File: src/rtl/efps_pkg.sv
`default_nettype none
package efps_pkg;

   localparam int MAX_TASKS_DEFAULT = 16;

   localparam logic CMD_LOAD = 1'b0;
   localparam logic CMD_TICK = 1'b1;

   localparam logic [1:0] CSR_TASK_COUNT       = 2'd0;
   localparam logic [1:0] CSR_BATTERY_CAPACITY = 2'd1;
   localparam logic [1:0] CSR_BATTERY_FLOOR    = 2'd2;

   localparam logic [4:0]  TASK_COUNT_RESET = 5'd10;
   localparam logic [15:0] CAPACITY_RESET   = 16'd90;
   localparam logic [15:0] FLOOR_RESET      = 16'd0;

   typedef struct packed {
      logic        command;
      logic [3:0]  task_index;
      logic [15:0] task_period;
      logic [15:0] task_work;
      logic [15:0] task_energy;
      logic [15:0] harvest_power;
   } req_type;

   typedef struct packed {
      logic        item_kind;
      logic        deadline_missed;
      logic [3:0]  missed_task;
      logic        task_ran;
      logic [3:0]  ran_task;
      logic [15:0] battery_level;
      logic        schedule_failed;
   } rsp_type;

   // one task table row
   typedef struct packed {
      logic [15:0] period;
      logic [15:0] work;
      logic [15:0] energy;
      logic [15:0] countdown;
      logic [15:0] left;
   } entry_type;

   typedef struct packed {
      logic        start;
      logic [15:0] dividend;
      logic [15:0] divisor;
   } div_req_type;

   typedef struct packed {
      logic        done;
      logic [15:0] quotient;
   } div_rsp_type;

endpackage
`default_nettype wire

File: src/rtl/efps_ram.sv
`default_nettype none
module efps_ram #(
   parameter int WIDTH = 80,
   parameter int DEPTH = 16
) (
   input  wire logic                                         clock,
   input  wire logic                                         wr_en,
   input  wire logic [((DEPTH > 1) ? $clog2(DEPTH) : 1)-1:0] wr_addr,
   input  wire logic [WIDTH-1:0]                             wr_data,
   input  wire logic                                         rd_en,
   input  wire logic [((DEPTH > 1) ? $clog2(DEPTH) : 1)-1:0] rd_addr,
   output      logic [WIDTH-1:0]                             rd_data
);
   logic [WIDTH-1:0] mem_ff [DEPTH];
   logic [WIDTH-1:0] rd_data_ff;

   always_ff @(posedge clock) begin
      if (wr_en) begin
         mem_ff[wr_addr] <= wr_data;
      end
      if (rd_en) begin
         rd_data_ff <= mem_ff[rd_addr];
      end
   end

   assign rd_data = rd_data_ff;
endmodule
`default_nettype wire

File: src/rtl/efps_divider.sv
`default_nettype none
module efps_divider (
   input  wire logic                  clock,
   input  wire logic                  reset,
   input  wire efps_pkg::div_req_type div_req,
   output      efps_pkg::div_rsp_type div_rsp
);
   logic        busy_ff, busy_in;
   logic        done_ff, done_in;
   logic [4:0]  cnt_ff, cnt_in;
   logic [15:0] rem_ff, rem_in;
   logic [15:0] quo_ff, quo_in;
   logic [15:0] dsr_ff, dsr_in;
   logic [16:0] shifted;

   // restoring division, one quotient bit per cycle
   always_comb begin
      busy_in = busy_ff;
      done_in = 1'b0;
      cnt_in  = cnt_ff;
      rem_in  = rem_ff;
      quo_in  = quo_ff;
      dsr_in  = dsr_ff;
      shifted = {rem_ff, quo_ff[15]};
      if (div_req.start) begin
         busy_in = 1'b1;
         cnt_in  = 5'd0;
         rem_in  = 16'd0;
         quo_in  = div_req.dividend;
         dsr_in  = div_req.divisor;
      end else if (busy_ff) begin
         if (shifted >= {1'b0, dsr_ff}) begin
            rem_in = 16'(shifted - {1'b0, dsr_ff});
            quo_in = {quo_ff[14:0], 1'b1};
         end else begin
            rem_in = shifted[15:0];
            quo_in = {quo_ff[14:0], 1'b0};
         end
         cnt_in = cnt_ff + 5'd1;
         if (cnt_ff == 5'd15) begin
            busy_in = 1'b0;
            done_in = 1'b1;
         end
      end
   end

   always_ff @(posedge clock) begin
      if (reset) begin
         busy_ff <= 1'b0;
         done_ff <= 1'b0;
         cnt_ff  <= 5'd0;
      end else begin
         busy_ff <= busy_in;
         done_ff <= done_in;
         cnt_ff  <= cnt_in;
      end
      rem_ff <= rem_in;
      quo_ff <= quo_in;
      dsr_ff <= dsr_in;
   end

   assign div_rsp.done     = done_ff;
   assign div_rsp.quotient = quo_ff;
endmodule
`default_nettype wire

File: src/rtl/energy_aware_fixed_priority_scheduler_core.sv
// Load request: the row is written once the divider has computed its slot energy.
// Tick request: one row per cycle through the single-port-read task memory for the
// in-use rows (a deadline miss ends the walk), then the battery decision in S_DECIDE.
// A frozen tick (after a deadline miss) goes straight to S_DONE without a walk. One request at a time.
// Synchronous reset clears battery and failure flag and loads the CSR defaults; the task table is
// undefined until each row is loaded.
`default_nettype none
module energy_aware_fixed_priority_scheduler_core #(
   parameter int MAX_TASKS = efps_pkg::MAX_TASKS_DEFAULT
) (
   input  wire logic              clock,
   input  wire logic              reset,
   input  wire logic              req_valid,
   output      logic              req_stall,
   input  wire efps_pkg::req_type req_data,
   output      logic              rsp_valid,
   input  wire logic              rsp_stall,
   output      efps_pkg::rsp_type rsp_data,
   input  wire logic              csr_valid,
   output      logic              csr_ready,
   input  wire logic [1:0]        csr_index,
   input  wire logic [15:0]       csr_wdata
);
   localparam int IDX_W = (MAX_TASKS > 1) ? $clog2(MAX_TASKS) : 1;
   localparam int CNT_W = $clog2(MAX_TASKS + 1);
   localparam int ENT_W = $bits(efps_pkg::entry_type);

   typedef enum logic [2:0] {S_IDLE, S_DIV, S_WALK, S_DECIDE, S_DONE} state_type;

   state_type            state_ff, state_in;
   logic [4:0]           task_count_ff, task_count_in;
   logic [15:0]          capacity_ff, capacity_in;
   logic [15:0]          floor_ff, floor_in;
   logic [15:0]          battery_ff, battery_in;
   logic                 failed_ff, failed_in;
   logic                 cmd_ff, cmd_in;
   logic [3:0]           ld_idx_ff, ld_idx_in;
   logic [15:0]          ld_period_ff, ld_period_in;
   logic [15:0]          ld_work_ff, ld_work_in;
   logic [15:0]          harvest_ff, harvest_in;
   logic [CNT_W-1:0]     issue_ff, issue_in;
   logic                 pipe_vld_ff, pipe_vld_in;
   logic [IDX_W-1:0]     eval_idx_ff, eval_idx_in;
   logic                 miss_ff, miss_in;
   logic [IDX_W-1:0]     miss_idx_ff, miss_idx_in;
   logic                 found_ff, found_in;
   logic [IDX_W-1:0]     sel_idx_ff, sel_idx_in;
   efps_pkg::entry_type  sel_ent_ff, sel_ent_in;
   efps_pkg::rsp_type    res_ff, res_in;
   logic                 rsp_valid_ff, rsp_valid_in;
   efps_pkg::rsp_type    rsp_data_ff, rsp_data_in;

   logic [CNT_W-1:0]     n_use;
   logic                 wr_en, rd_en;
   logic [IDX_W-1:0]     wr_addr, rd_addr;
   efps_pkg::entry_type  wr_ent, rd_ent, upd_ent;
   logic [ENT_W-1:0]     rd_raw;
   logic                 expired, eval_go, eval_miss, eval_last;
   logic [16:0]          have_sum, need_sum;
   logic [15:0]          drain;
   efps_pkg::div_req_type div_req;
   efps_pkg::div_rsp_type div_rsp;
   logic                 req_acc, out_free;

   efps_divider u_div (
      .clock   (clock),
      .reset   (reset),
      .div_req (div_req),
      .div_rsp (div_rsp)
   );

   efps_ram #(.WIDTH(ENT_W), .DEPTH(MAX_TASKS)) u_table (
      .clock   (clock),
      .wr_en   (wr_en),
      .wr_addr (wr_addr),
      .wr_data (wr_ent),
      .rd_en   (rd_en),
      .rd_addr (rd_addr),
      .rd_data (rd_raw)
   );

   assign rd_ent    = efps_pkg::entry_type'(rd_raw);
   assign req_stall = (state_ff != S_IDLE);
   assign req_acc   = req_valid && !req_stall;
   assign out_free  = !rsp_valid_ff || !rsp_stall;
   assign csr_ready = 1'b1;
   assign rsp_valid = rsp_valid_ff;
   assign rsp_data  = rsp_data_ff;

   assign div_req.start    = req_acc && (req_data.command == efps_pkg::CMD_LOAD);
   assign div_req.dividend = req_data.task_energy;
   assign div_req.divisor  = req_data.task_work;

   always_comb begin
      if (32'(task_count_ff) > MAX_TASKS) begin
         n_use = CNT_W'(MAX_TASKS);
      end else begin
         n_use = CNT_W'(task_count_ff);
      end
   end

   // walk evaluation of the row read last cycle
   always_comb begin
      expired   = (rd_ent.countdown <= 16'd1);
      eval_go   = pipe_vld_ff && (state_ff == S_WALK);
      eval_miss = eval_go && expired && (rd_ent.left != 16'd0);
      eval_last = (CNT_W'(eval_idx_ff) + CNT_W'(1)) == n_use;
      upd_ent   = rd_ent;
      if (expired) begin
         upd_ent.left      = rd_ent.work;
         upd_ent.countdown = rd_ent.period;
      end else begin
         upd_ent.countdown = rd_ent.countdown - 16'd1;
      end
   end

   assign have_sum = {1'b0, battery_ff} + {1'b0, harvest_ff};
   assign need_sum = {1'b0, floor_ff} + {1'b0, sel_ent_ff.energy};
   assign drain    = sel_ent_ff.energy - harvest_ff;
   assign rd_en    = (state_ff == S_WALK) && (issue_ff < n_use);
   assign rd_addr  = issue_ff[IDX_W-1:0];

   always_comb begin
      state_in      = state_ff;
      task_count_in = task_count_ff;
      capacity_in   = capacity_ff;
      floor_in      = floor_ff;
      battery_in    = battery_ff;
      failed_in     = failed_ff;
      cmd_in        = cmd_ff;
      ld_idx_in     = ld_idx_ff;
      ld_period_in  = ld_period_ff;
      ld_work_in    = ld_work_ff;
      harvest_in    = harvest_ff;
      issue_in      = issue_ff;
      pipe_vld_in   = rd_en;
      eval_idx_in   = rd_addr;
      miss_in       = miss_ff;
      miss_idx_in   = miss_idx_ff;
      found_in      = found_ff;
      sel_idx_in    = sel_idx_ff;
      sel_ent_in    = sel_ent_ff;
      res_in        = res_ff;
      rsp_valid_in  = rsp_valid_ff && rsp_stall;
      rsp_data_in   = rsp_data_ff;
      wr_en         = 1'b0;
      wr_addr       = eval_idx_ff;
      wr_ent        = upd_ent;

      if (csr_valid && csr_ready) begin
         unique case (csr_index)
            efps_pkg::CSR_TASK_COUNT:       task_count_in = csr_wdata[4:0];
            efps_pkg::CSR_BATTERY_CAPACITY: capacity_in   = csr_wdata;
            efps_pkg::CSR_BATTERY_FLOOR:    floor_in      = csr_wdata;
            default: ;
         endcase
      end

      if (rd_en) begin
         issue_in = issue_ff + CNT_W'(1);
      end

      unique case (state_ff)
         S_IDLE: begin
            if (req_acc) begin
               cmd_in       = req_data.command;
               ld_idx_in    = req_data.task_index;
               ld_period_in = req_data.task_period;
               ld_work_in   = req_data.task_work;
               harvest_in   = req_data.harvest_power;
               issue_in     = '0;
               miss_in      = 1'b0;
               miss_idx_in  = '0;
               found_in     = 1'b0;
               sel_idx_in   = '0;
               res_in       = '0;
               res_in.item_kind = req_data.command;
               if (req_data.command == efps_pkg::CMD_LOAD) begin
                  state_in = S_DIV;
               end else if (failed_ff) begin
                  res_in.battery_level   = battery_ff;
                  res_in.schedule_failed = 1'b1;
                  state_in = S_DONE;
               end else if (n_use == '0) begin
                  state_in = S_DECIDE;
               end else begin
                  state_in = S_WALK;
               end
            end
         end
         S_DIV: begin
            if (div_rsp.done) begin
               wr_en   = (32'(ld_idx_ff) < MAX_TASKS);
               wr_addr = IDX_W'(ld_idx_ff);
               wr_ent.period    = ld_period_ff;
               wr_ent.work      = ld_work_ff;
               wr_ent.energy    = (ld_work_ff == 16'd0) ? 16'hFFFF : div_rsp.quotient;
               wr_ent.countdown = ld_period_ff;
               wr_ent.left      = ld_work_ff;
               res_in.battery_level   = battery_ff;
               res_in.schedule_failed = failed_ff;
               state_in = S_DONE;
            end
         end
         S_WALK: begin
            if (eval_go) begin
               if (eval_miss) begin
                  miss_in     = 1'b1;
                  miss_idx_in = eval_idx_ff;
                  state_in    = S_DECIDE;
               end else begin
                  wr_en = 1'b1;
                  // later rows override: highest index with work wins
                  if (upd_ent.left != 16'd0) begin
                     found_in   = 1'b1;
                     sel_idx_in = eval_idx_ff;
                     sel_ent_in = upd_ent;
                  end
                  if (eval_last) begin
                     state_in = S_DECIDE;
                  end
               end
            end
         end
         S_DECIDE: begin
            if (miss_ff) begin
               failed_in = 1'b1;
               res_in.deadline_missed = 1'b1;
               res_in.missed_task     = 4'(miss_idx_ff);
               res_in.battery_level   = battery_ff;
               res_in.schedule_failed = 1'b1;
            end else begin
               if (found_ff && (have_sum >= need_sum)) begin
                  wr_en          = 1'b1;
                  wr_addr        = sel_idx_ff;
                  wr_ent         = sel_ent_ff;
                  wr_ent.left    = sel_ent_ff.left - 16'd1;
                  res_in.task_ran = 1'b1;
                  res_in.ran_task = 4'(sel_idx_ff);
                  if (sel_ent_ff.energy >= harvest_ff) begin
                     battery_in = (drain <= battery_ff) ? battery_ff - drain : 16'd0;
                  end
               end else if (have_sum >= {1'b0, capacity_ff}) begin
                  battery_in = capacity_ff;
               end else begin
                  battery_in = have_sum[15:0];
               end
               res_in.battery_level   = battery_in;
               res_in.schedule_failed = failed_ff;
            end
            state_in = S_DONE;
         end
         S_DONE: begin
            if (out_free) begin
               rsp_valid_in = 1'b1;
               rsp_data_in  = res_ff;
               state_in     = S_IDLE;
            end
         end
         default: state_in = S_IDLE;
      endcase
   end

   always_ff @(posedge clock) begin
      if (reset) begin
         state_ff      <= S_IDLE;
         task_count_ff <= efps_pkg::TASK_COUNT_RESET;
         capacity_ff   <= efps_pkg::CAPACITY_RESET;
         floor_ff      <= efps_pkg::FLOOR_RESET;
         battery_ff    <= 16'd0;
         failed_ff     <= 1'b0;
         pipe_vld_ff   <= 1'b0;
         rsp_valid_ff  <= 1'b0;
      end else begin
         state_ff      <= state_in;
         task_count_ff <= task_count_in;
         capacity_ff   <= capacity_in;
         floor_ff      <= floor_in;
         battery_ff    <= battery_in;
         failed_ff     <= failed_in;
         pipe_vld_ff   <= pipe_vld_in;
         rsp_valid_ff  <= rsp_valid_in;
      end
      cmd_ff       <= cmd_in;
      ld_idx_ff    <= ld_idx_in;
      ld_period_ff <= ld_period_in;
      ld_work_ff   <= ld_work_in;
      harvest_ff   <= harvest_in;
      issue_ff     <= issue_in;
      eval_idx_ff  <= eval_idx_in;
      miss_ff      <= miss_in;
      miss_idx_ff  <= miss_idx_in;
      found_ff     <= found_in;
      sel_idx_ff   <= sel_idx_in;
      sel_ent_ff   <= sel_ent_in;
      res_ff       <= res_in;
      rsp_data_ff  <= rsp_data_in;
   end

   a_no_rw_collision: assert property (@(posedge clock) disable iff (reset)
      (wr_en && rd_en) |-> (wr_addr != rd_addr))
      else $error("table write and read hit the same row");

   a_failed_sticky: assert property (@(posedge clock) disable iff (reset)
      failed_ff |=> failed_ff)
      else $error("failure flag cleared without reset");

   a_div_done_in_load: assert property (@(posedge clock) disable iff (reset)
      div_rsp.done |-> (state_ff == S_DIV))
      else $error("divider finished outside a load");

   a_done_delivers: assert property (@(posedge clock) disable iff (reset)
      (state_ff == S_DONE && out_free) |=> (rsp_valid_ff && state_ff == S_IDLE))
      else $error("finished request not presented");

   a_kind_matches: assert property (@(posedge clock) disable iff (reset)
      (state_ff == S_DONE) |-> (res_ff.item_kind == cmd_ff))
      else $error("response kind differs from request");
endmodule
`default_nettype wire
File: config.mk
export PLATFORM = sky130hd
export DESIGN_NAME = energy_aware_fixed_priority_scheduler_core
export DESIGN_NICKNAME = d
export VERILOG_FILES = /design/src/rtl/efps_pkg.sv /design/src/rtl/efps_ram.sv /design/src/rtl/efps_divider.sv /design/src/rtl/energy_aware_fixed_priority_scheduler_core.sv
export SDC_FILE = /design/constraint.sdc
export NUM_CORES = 2
export LEC_CHECK = 0
export BUFFER_PORTS_ARGS = -buffer_cell sky130_fd_sc_hd__buf_2
export CAP_MARGIN = 25
export CORE_MARGIN = 3
export CORE_UTILIZATION = 55
export DETAILED_ROUTE_END_ITERATION = 16
export GPL_ROUTABILITY_DRIVEN = 0
export HOLD_SLACK_MARGIN = 0.02
export PLACE_DENSITY = 0.71
export SETUP_SLACK_MARGIN = 0.05
export SLEW_MARGIN = 10
export SYNTH_ARGS = -nofsm -noshare
export SYNTH_HDL_FRONTEND = slang
export SYNTH_SLANG_ARGS = --single-unit
File: constraint.sdc
create_clock -name clock -period 26.5 [get_ports clock]
set_input_delay 3.975 -clock clock [delete_from_list [all_inputs] [get_ports clock]]
set_output_delay 3.975 -clock clock [all_outputs]
set_load 0.02 [all_outputs]
======== Word level (Yosys, flattened, before mapping) ========
Memories as Yosys holds them, arrays and structs flattened. A register that Yosys moved wholly into a read port is not among the register bits.
Cells that the tools add are included.
storage, ports and cells
  bits of input ports ..................... 92
  register bits after elaboration ......... 321
  logic and storage cells ................. 197
  latch bits .............................. 0
  memory bits (writable) .................. 1280
  memories kept ........................... 1
  memory bits (read-only) ................. 0
  output and inout bits ................... 31
memories
  name            depth  width  rd ports  clocked after memory_dff  wr ports  RTL line        RTL
  u_table.mem_ff  16     80     1         1                         1         efps_ram.sv:14  logic [WIDTH-1:0] mem_ff [DEPTH];
cells by class
  order comparisons ....................... 8
  shifts and indexed selects .............. 0
  eq/ne operators ......................... 19
  add/sub/neg operators ................... 10
  bitwise logic cells ..................... 4
  multiply operators ...................... 0
  mux-type cells .......................... 73
  reductions and logical operators ........ 39
  div/mod/pow operators ................... 0
operators with widths
  cell                     number
  $mux W80                 3
  $mux W16                 10
  $pmux W80 S2             1
  $mux W17                 4
  $pmux W17 S3             1
  $sub A16 B16 Y16         3
  $mux W4                  9
  $mux W5                  7
  $add A16 B16 Y17         2
  $ge A17 B16 Y1           2
  $reduce_bool A16 Y1      2
  $sub A16 B1 Y16 const B  2
  $mux W27                 1
  $mux W3                  8
  $pmux W4 S2              3
  $mux W1                  21
  $pmux W10 S2             1
  $ge A17 B17 Y1           1
  $ge A16 B16 Y1           1
  $le A16 B1 Y1 const B    1
  $le A16 B16 Y1           1
  $logic_not A16 Y1        1
  $ne A2 B2 Y1 const B     8
  $pmux W3 S5              1
  30 further kinds         59

======== Longest topological paths before layout ========
  depth in word-level cells ............... 9
  mapped depth ............................ 20
  gate-level depth less buffers ........... 20

======== Modules after synthesis ========
Synthesis repeated with hierarchy kept, for this count alone.
second synthesis, totals
  cells, all modules ...................... 3994
  area total of the unflattened synthesis .. 69226.4 um^2
by module, submodules not included
  module                                      area an instance (um^2)  cells an instance  times used
  efps_ram                                    50223.2                  2054               1
  energy_aware_fixed_priority_scheduler_core  15851.5                  1641               1
  efps_divider                                3151.8                   299                1

======== Worst setup path before layout ========
No wires, ideal clock.
  path type ............................... flip-flop to flip-flop
  start point ............................. register sel_ent_ff[32] (netlist name)
  end point ............................... memory u_table.mem_ff[12][0] (enable)
  setup slack ............................. 13880 ps
  arrival ................................. 11902 ps
  data required time ...................... 25782 ps
  setup time .............................. 718 ps
  clock period less this slack ............ 12620 ps
  stages on the path, launching flop included .. 21
  cells stage by stage .................... edfxtp_1 ha_1 fa_1 a21oi_1 o21bai_1 a21oi_1 o21ai_0 nand4_1 a31oi_1 a311o_1 a31oi_1 ha_1 a211o_1 a21oi_1 o211ai_1 a211oi_2 a211o_1 buf_2 a21oi_2 o221a_2 nor4_1
between the ends
  word-level cells in the longest chain between the ends .. 8
  elaborated cells on any way between the ends .. 11
  classes of those cells .................. add/sub: 1; order compare: 1; mux: 8; reduce/logical: 1
RTL lines
  item                           RTL line                                           RTL
  from (decl)                    energy_aware_fixed_priority_scheduler_core.sv:48   efps_pkg::entry_type sel_ent_ff, sel_ent_in;
  from (signal assigned)         energy_aware_fixed_priority_scheduler_core.sv:295  sel_ent_ff <= sel_ent_in;
  $add A16 B16 Y17 *             energy_aware_fixed_priority_scheduler_core.sv:118  assign need_sum = {1'b0, floor_ff} + {1'b0, sel_ent_ff.energy};
  $ge A17 B17 Y1 *               energy_aware_fixed_priority_scheduler_core.sv:233  if (found_ff && (have_sum >= need_sum)) begin
  $logic_and A1 B1 Y1 *          energy_aware_fixed_priority_scheduler_core.sv:233
  $mux W1                        energy_aware_fixed_priority_scheduler_core.sv:233
  $mux W1                        energy_aware_fixed_priority_scheduler_core.sv:226  if (miss_ff) begin
  $pmux W1 S3                    energy_aware_fixed_priority_scheduler_core.sv:163  unique case (state_ff)
  $mux W1                        efps_ram.sv:18                                     if (wr_en) begin
  $mux W1 (implied by the code)  efps_ram.sv:19                                     mem_ff[wr_addr] <= wr_data;
  to (decl)                      efps_ram.sv:14
Every way passes the cells marked *; elsewhere a longest branch is shown, timed or not.

======== Final worst setup path ========
  start point ............................. register battery_ff[0]
  end point ............................... memory u_table.mem_ff[15][42] (enable)
between the ends
  word-level cells in the longest chain between the ends .. 8
  elaborated cells on any way between the ends .. 11
  classes of those cells .................. add/sub: 1; order compare: 1; mux: 8; reduce/logical: 1
RTL lines
  item                           RTL line                                           RTL
  from (decl)                    energy_aware_fixed_priority_scheduler_core.sv:34   logic [15:0] battery_ff, battery_in;
  from (signal assigned)         energy_aware_fixed_priority_scheduler_core.sv:279  battery_ff <= battery_in;
  $add A16 B16 Y17 *             energy_aware_fixed_priority_scheduler_core.sv:117  assign have_sum = {1'b0, battery_ff} + {1'b0, harvest_ff};
  $ge A17 B17 Y1 *               energy_aware_fixed_priority_scheduler_core.sv:233
  $logic_and A1 B1 Y1 *          energy_aware_fixed_priority_scheduler_core.sv:233
  $mux W1                        energy_aware_fixed_priority_scheduler_core.sv:233
  $mux W1                        energy_aware_fixed_priority_scheduler_core.sv:226
  $pmux W1 S3                    energy_aware_fixed_priority_scheduler_core.sv:163
  $mux W1                        efps_ram.sv:18
  $mux W1 (implied by the code)  efps_ram.sv:19
Marks and branches as above.

==> flow_metrics.py <==
metrics = {
    "setup_path": {
        "end_kind": "flop",
        "critPathRequiredTime_ns": 26.91,
        "path_max_fanout": 50,
        "cp_data_arrival_time_ns": 8.03,
        "critPathKind": "reg -> reg",
        "startpoint_type": "flop",
        "cp-startpoint": "battery_ff[0]",
        "r2r-start": "battery_ff[0]",
    },
    "synth": {
        "async_flop_share_pct": 0,
        "ys_seq_elements": 1681,
        "synth_largest_area_cell": "edfxtp_1",
        "yosysMostFrequentCell": "edfxtp_1",
        "synthTopCellsByArea": "edfxtp_1 69%, mux4_2 13%, dfxtp_1 2.6%, ha_1 2.2%, nand2_1 1.4%",
        "syn_inst": 3770,
        "synth_top_area_share_pct": 69.1,
        "seq_area_frac_synth_pct": 71.7,
        "yosysUniqueCellTypes": 87,
        "synth_common_cells": "1590 x edfxtp_1, 400 x mux4_2, 266 x nand2_1",
        "synth_ff_type": "edfxtp_1",
        "synth_enable_flop_cells": 1590,
        "syn_avg_cell_area_um2": 18.3,
        "synth_area_mm2": 0.0691,
        "yosys_warnings": 0,
        "synth_nets": 3991,
    },
    "global_route": {
        "overflow": 0,
        "antenna_found_initial": 13,
        "grt_pass1_vias": 37200,
        "track_usage_pct": 26.5,
        "grt_max_degree": 106,
        "grt_first_pass_wirelength_um": 252000,
    },
    "run": {
        "maxCapViolations": 0,
    },
    "floorplanning": {
        "initial_utilization_pct": 55.6,
        "rows": 129,
        "core-area_mm2": 0.124,
        "dieArea_mm2": 0.130,
        "dieWidth_um": 360,
        "io_pins": 123,
        "die_y_um": 360,
    },
    "drt": {
        "drc": 0,
        "drt-initial-drc-count": 4528,
        "post_drt_wl_per_cell_um": 29.6,
        "ant_nets": 0,
        "first_pass_iters": 6,
        "via_per_inst": 6.47,
        "wl_um": 171000,
        "vias": 37300,
    },
    "status": {
        "status": "completed",
    },
    "worst_hold_path": {
        "min_from": "res_ff[15]",
        "hp-class": "reg -> reg",
    },
    "cts": {
        "cts_resized": 0,
        "clk_path_buf_depth": 3,
        "cts_made_buffers": 166,
        "htree_num_levels": 4,
        "cts_tree": "built",
        "cts.sinks": 1681,
        "cts_setup_buffers": 0,
        "ctsHoldBuffers": 0,
        "clock-root-buffer": "clkbuf_16",
        "clk_pin_slew_worst_paths_ns": 0.06,
        "clkLatencyLatePin_ns": 0.79,
    },
    "sta": {
        "finalSetupViolations": 0,
        "hold_viol": 0,
        "drv_slew": 0,
        "setup_tns_ns": 0,
        "fin_crit_sh_pct": 28.8,
        "worst_pin_slew_ns": 1.09,
        "fmax_ghz": 0.131,
        "min_period_ns": 7.62,
        "finClkSkew_ns": 0.0483,
        "rsz0062_at_grt": "false",
        "worst_slew_margin_rel_pct": 27.3,
    },
    "finish": {
        "layout-drive-gt1-share_pct": 22.5,
        "finalNetCount": 4203,
        "multi_input_area_mm2": 0.0186,
        "final_core_util_pct": 62.2,
        "instances_no_fill": 5760,
        "area_delta_synth_final_pct": 11.9,
        "area.sequential_mm2": 0.0496,
        "fillers": 8550,
        "design_area_mm2": 0.0773,
    },
    "pwr": {
        "power_leakage_nw": 25.3,
        "p_per_area_mw_per_mm2": 78.5,
        "p_total_w": 0.00607,
        "irDropWorstVdd_uv": 73.8,
    },
    "placed_design": {
        "io_buffers": 121,
        "place_hpwl_um": 104000,
        "dp_cells": 5440,
        "dpl-instance-area_mm2": 0.0719,
    },
}
-- where the power goes --
part | leakage [nW] | switching [W] | internal (W) | total [W]
Combinational | 7.62 | 0.000416 | 0.000331 | 0.000747
Sequential | 15.1 | 0.0000560 | 0.00300 | 0.00305
Clock | 2.56 | 0.000980 | 0.00129 | 0.00227
Total | 25.3 | 0.00145 | 0.00462 | 0.00607
-- flip-flops by register name, indices dropped and copies added, names as in the netlist, 28 cells and up --
signal and count:
res_ff 28, rsp_data 28, u_table.mem_ff 1280, sel_ent_ff 80, u_table.rd_data 80
-- through the flow --
step,hold slack [ns],setup slack (ns)
finish,0.412,18.88
global route,0.424,18.41
CTS,0.410,18.92
detailed placement,0.405,19.08
global placement,0.403,19.29
floorplan,0.354,13.88
-- cell families after synthesis --
group	synth area share [%]
AO/OA/AOI/OAI	4.97
XOR/XNOR	1.22
adder cells (fa/ha/maj)	2.39
buffers and inverters	1.54
flip-flops	71.7
multiplexers	13.7
other	0.00543
AND/OR/NAND/NOR	4.43
-- final timing paths --
path         slack [ns]  cells past startpoint                endpoint
max               18.88                     19  u_table.mem_ff[15][42]
min                0.41                      0            rsp_data[15]
max reg2reg       18.88                     19  u_table.mem_ff[15][42]
min reg2reg        0.41                      0            rsp_data[15]
-- layer usage --
| metal | GRT usage [%] | part of all wire [%] | routed length, µm | vias to the layer above |
|---|---|---|---|---|
| li1 | - | - | - | 15800 |
| met3 | 7.58 | 10 | 17600 | 298 |
| met2 | 40.6 | 47 | 80000 | 1889 |
| met1 | 37.0 | 39 | 67300 | 19300 |
| met4 | 9.44 | 3.4 | 5880 | 8 |
| met5 | 0 | 0.033 | 57 | - |
-- final cells by class --
class	instances	share of cell area, %
Sequential cell	1681	64.1
Clock buffer	212	5.70
Tap cell	1637	2.65
Inverter	98	0.477
Antenna cell	6	0.0194
Timing Repair Buffer	217	1.88
Multi-Input combinational cell	1818	24.1
Clock inverter	91	1.09
-- worst max-delay path, stage by stage, from the launching register on --
cell and delay (ns):
dfxtp_1 0.39, ha_1 0.24, fa_1 0.24, a21oi_1 0.11, o211a_1 0.26, o31ai_1 0.53
nand3_1 0.18, a41o_1 0.45, inv_1 0.34, ha_1 0.31, a211o_1 0.29, a21oi_1 0.16
o211ai_1 0.19, a211oi_2 0.50, a211o_1 0.20, buf_4 0.37, o221ai_1 0.53, nor4_2 0.46
buf_4 0.80, buf_4 0.63
-- layout by cell type (no fill, tap or decap), drive strengths merged, types with 48 or more instances in the layout --
master	n
o21ai	79
nand2	266
a21oi	155
clkbuf	212
ha	124
nor2	117
buf	217
dfxtp	91
clkinv	66
inv	108
xor2	48
nand3	51
mux4	400
edfxtp	1590
(Power assumes the default switching activity.)
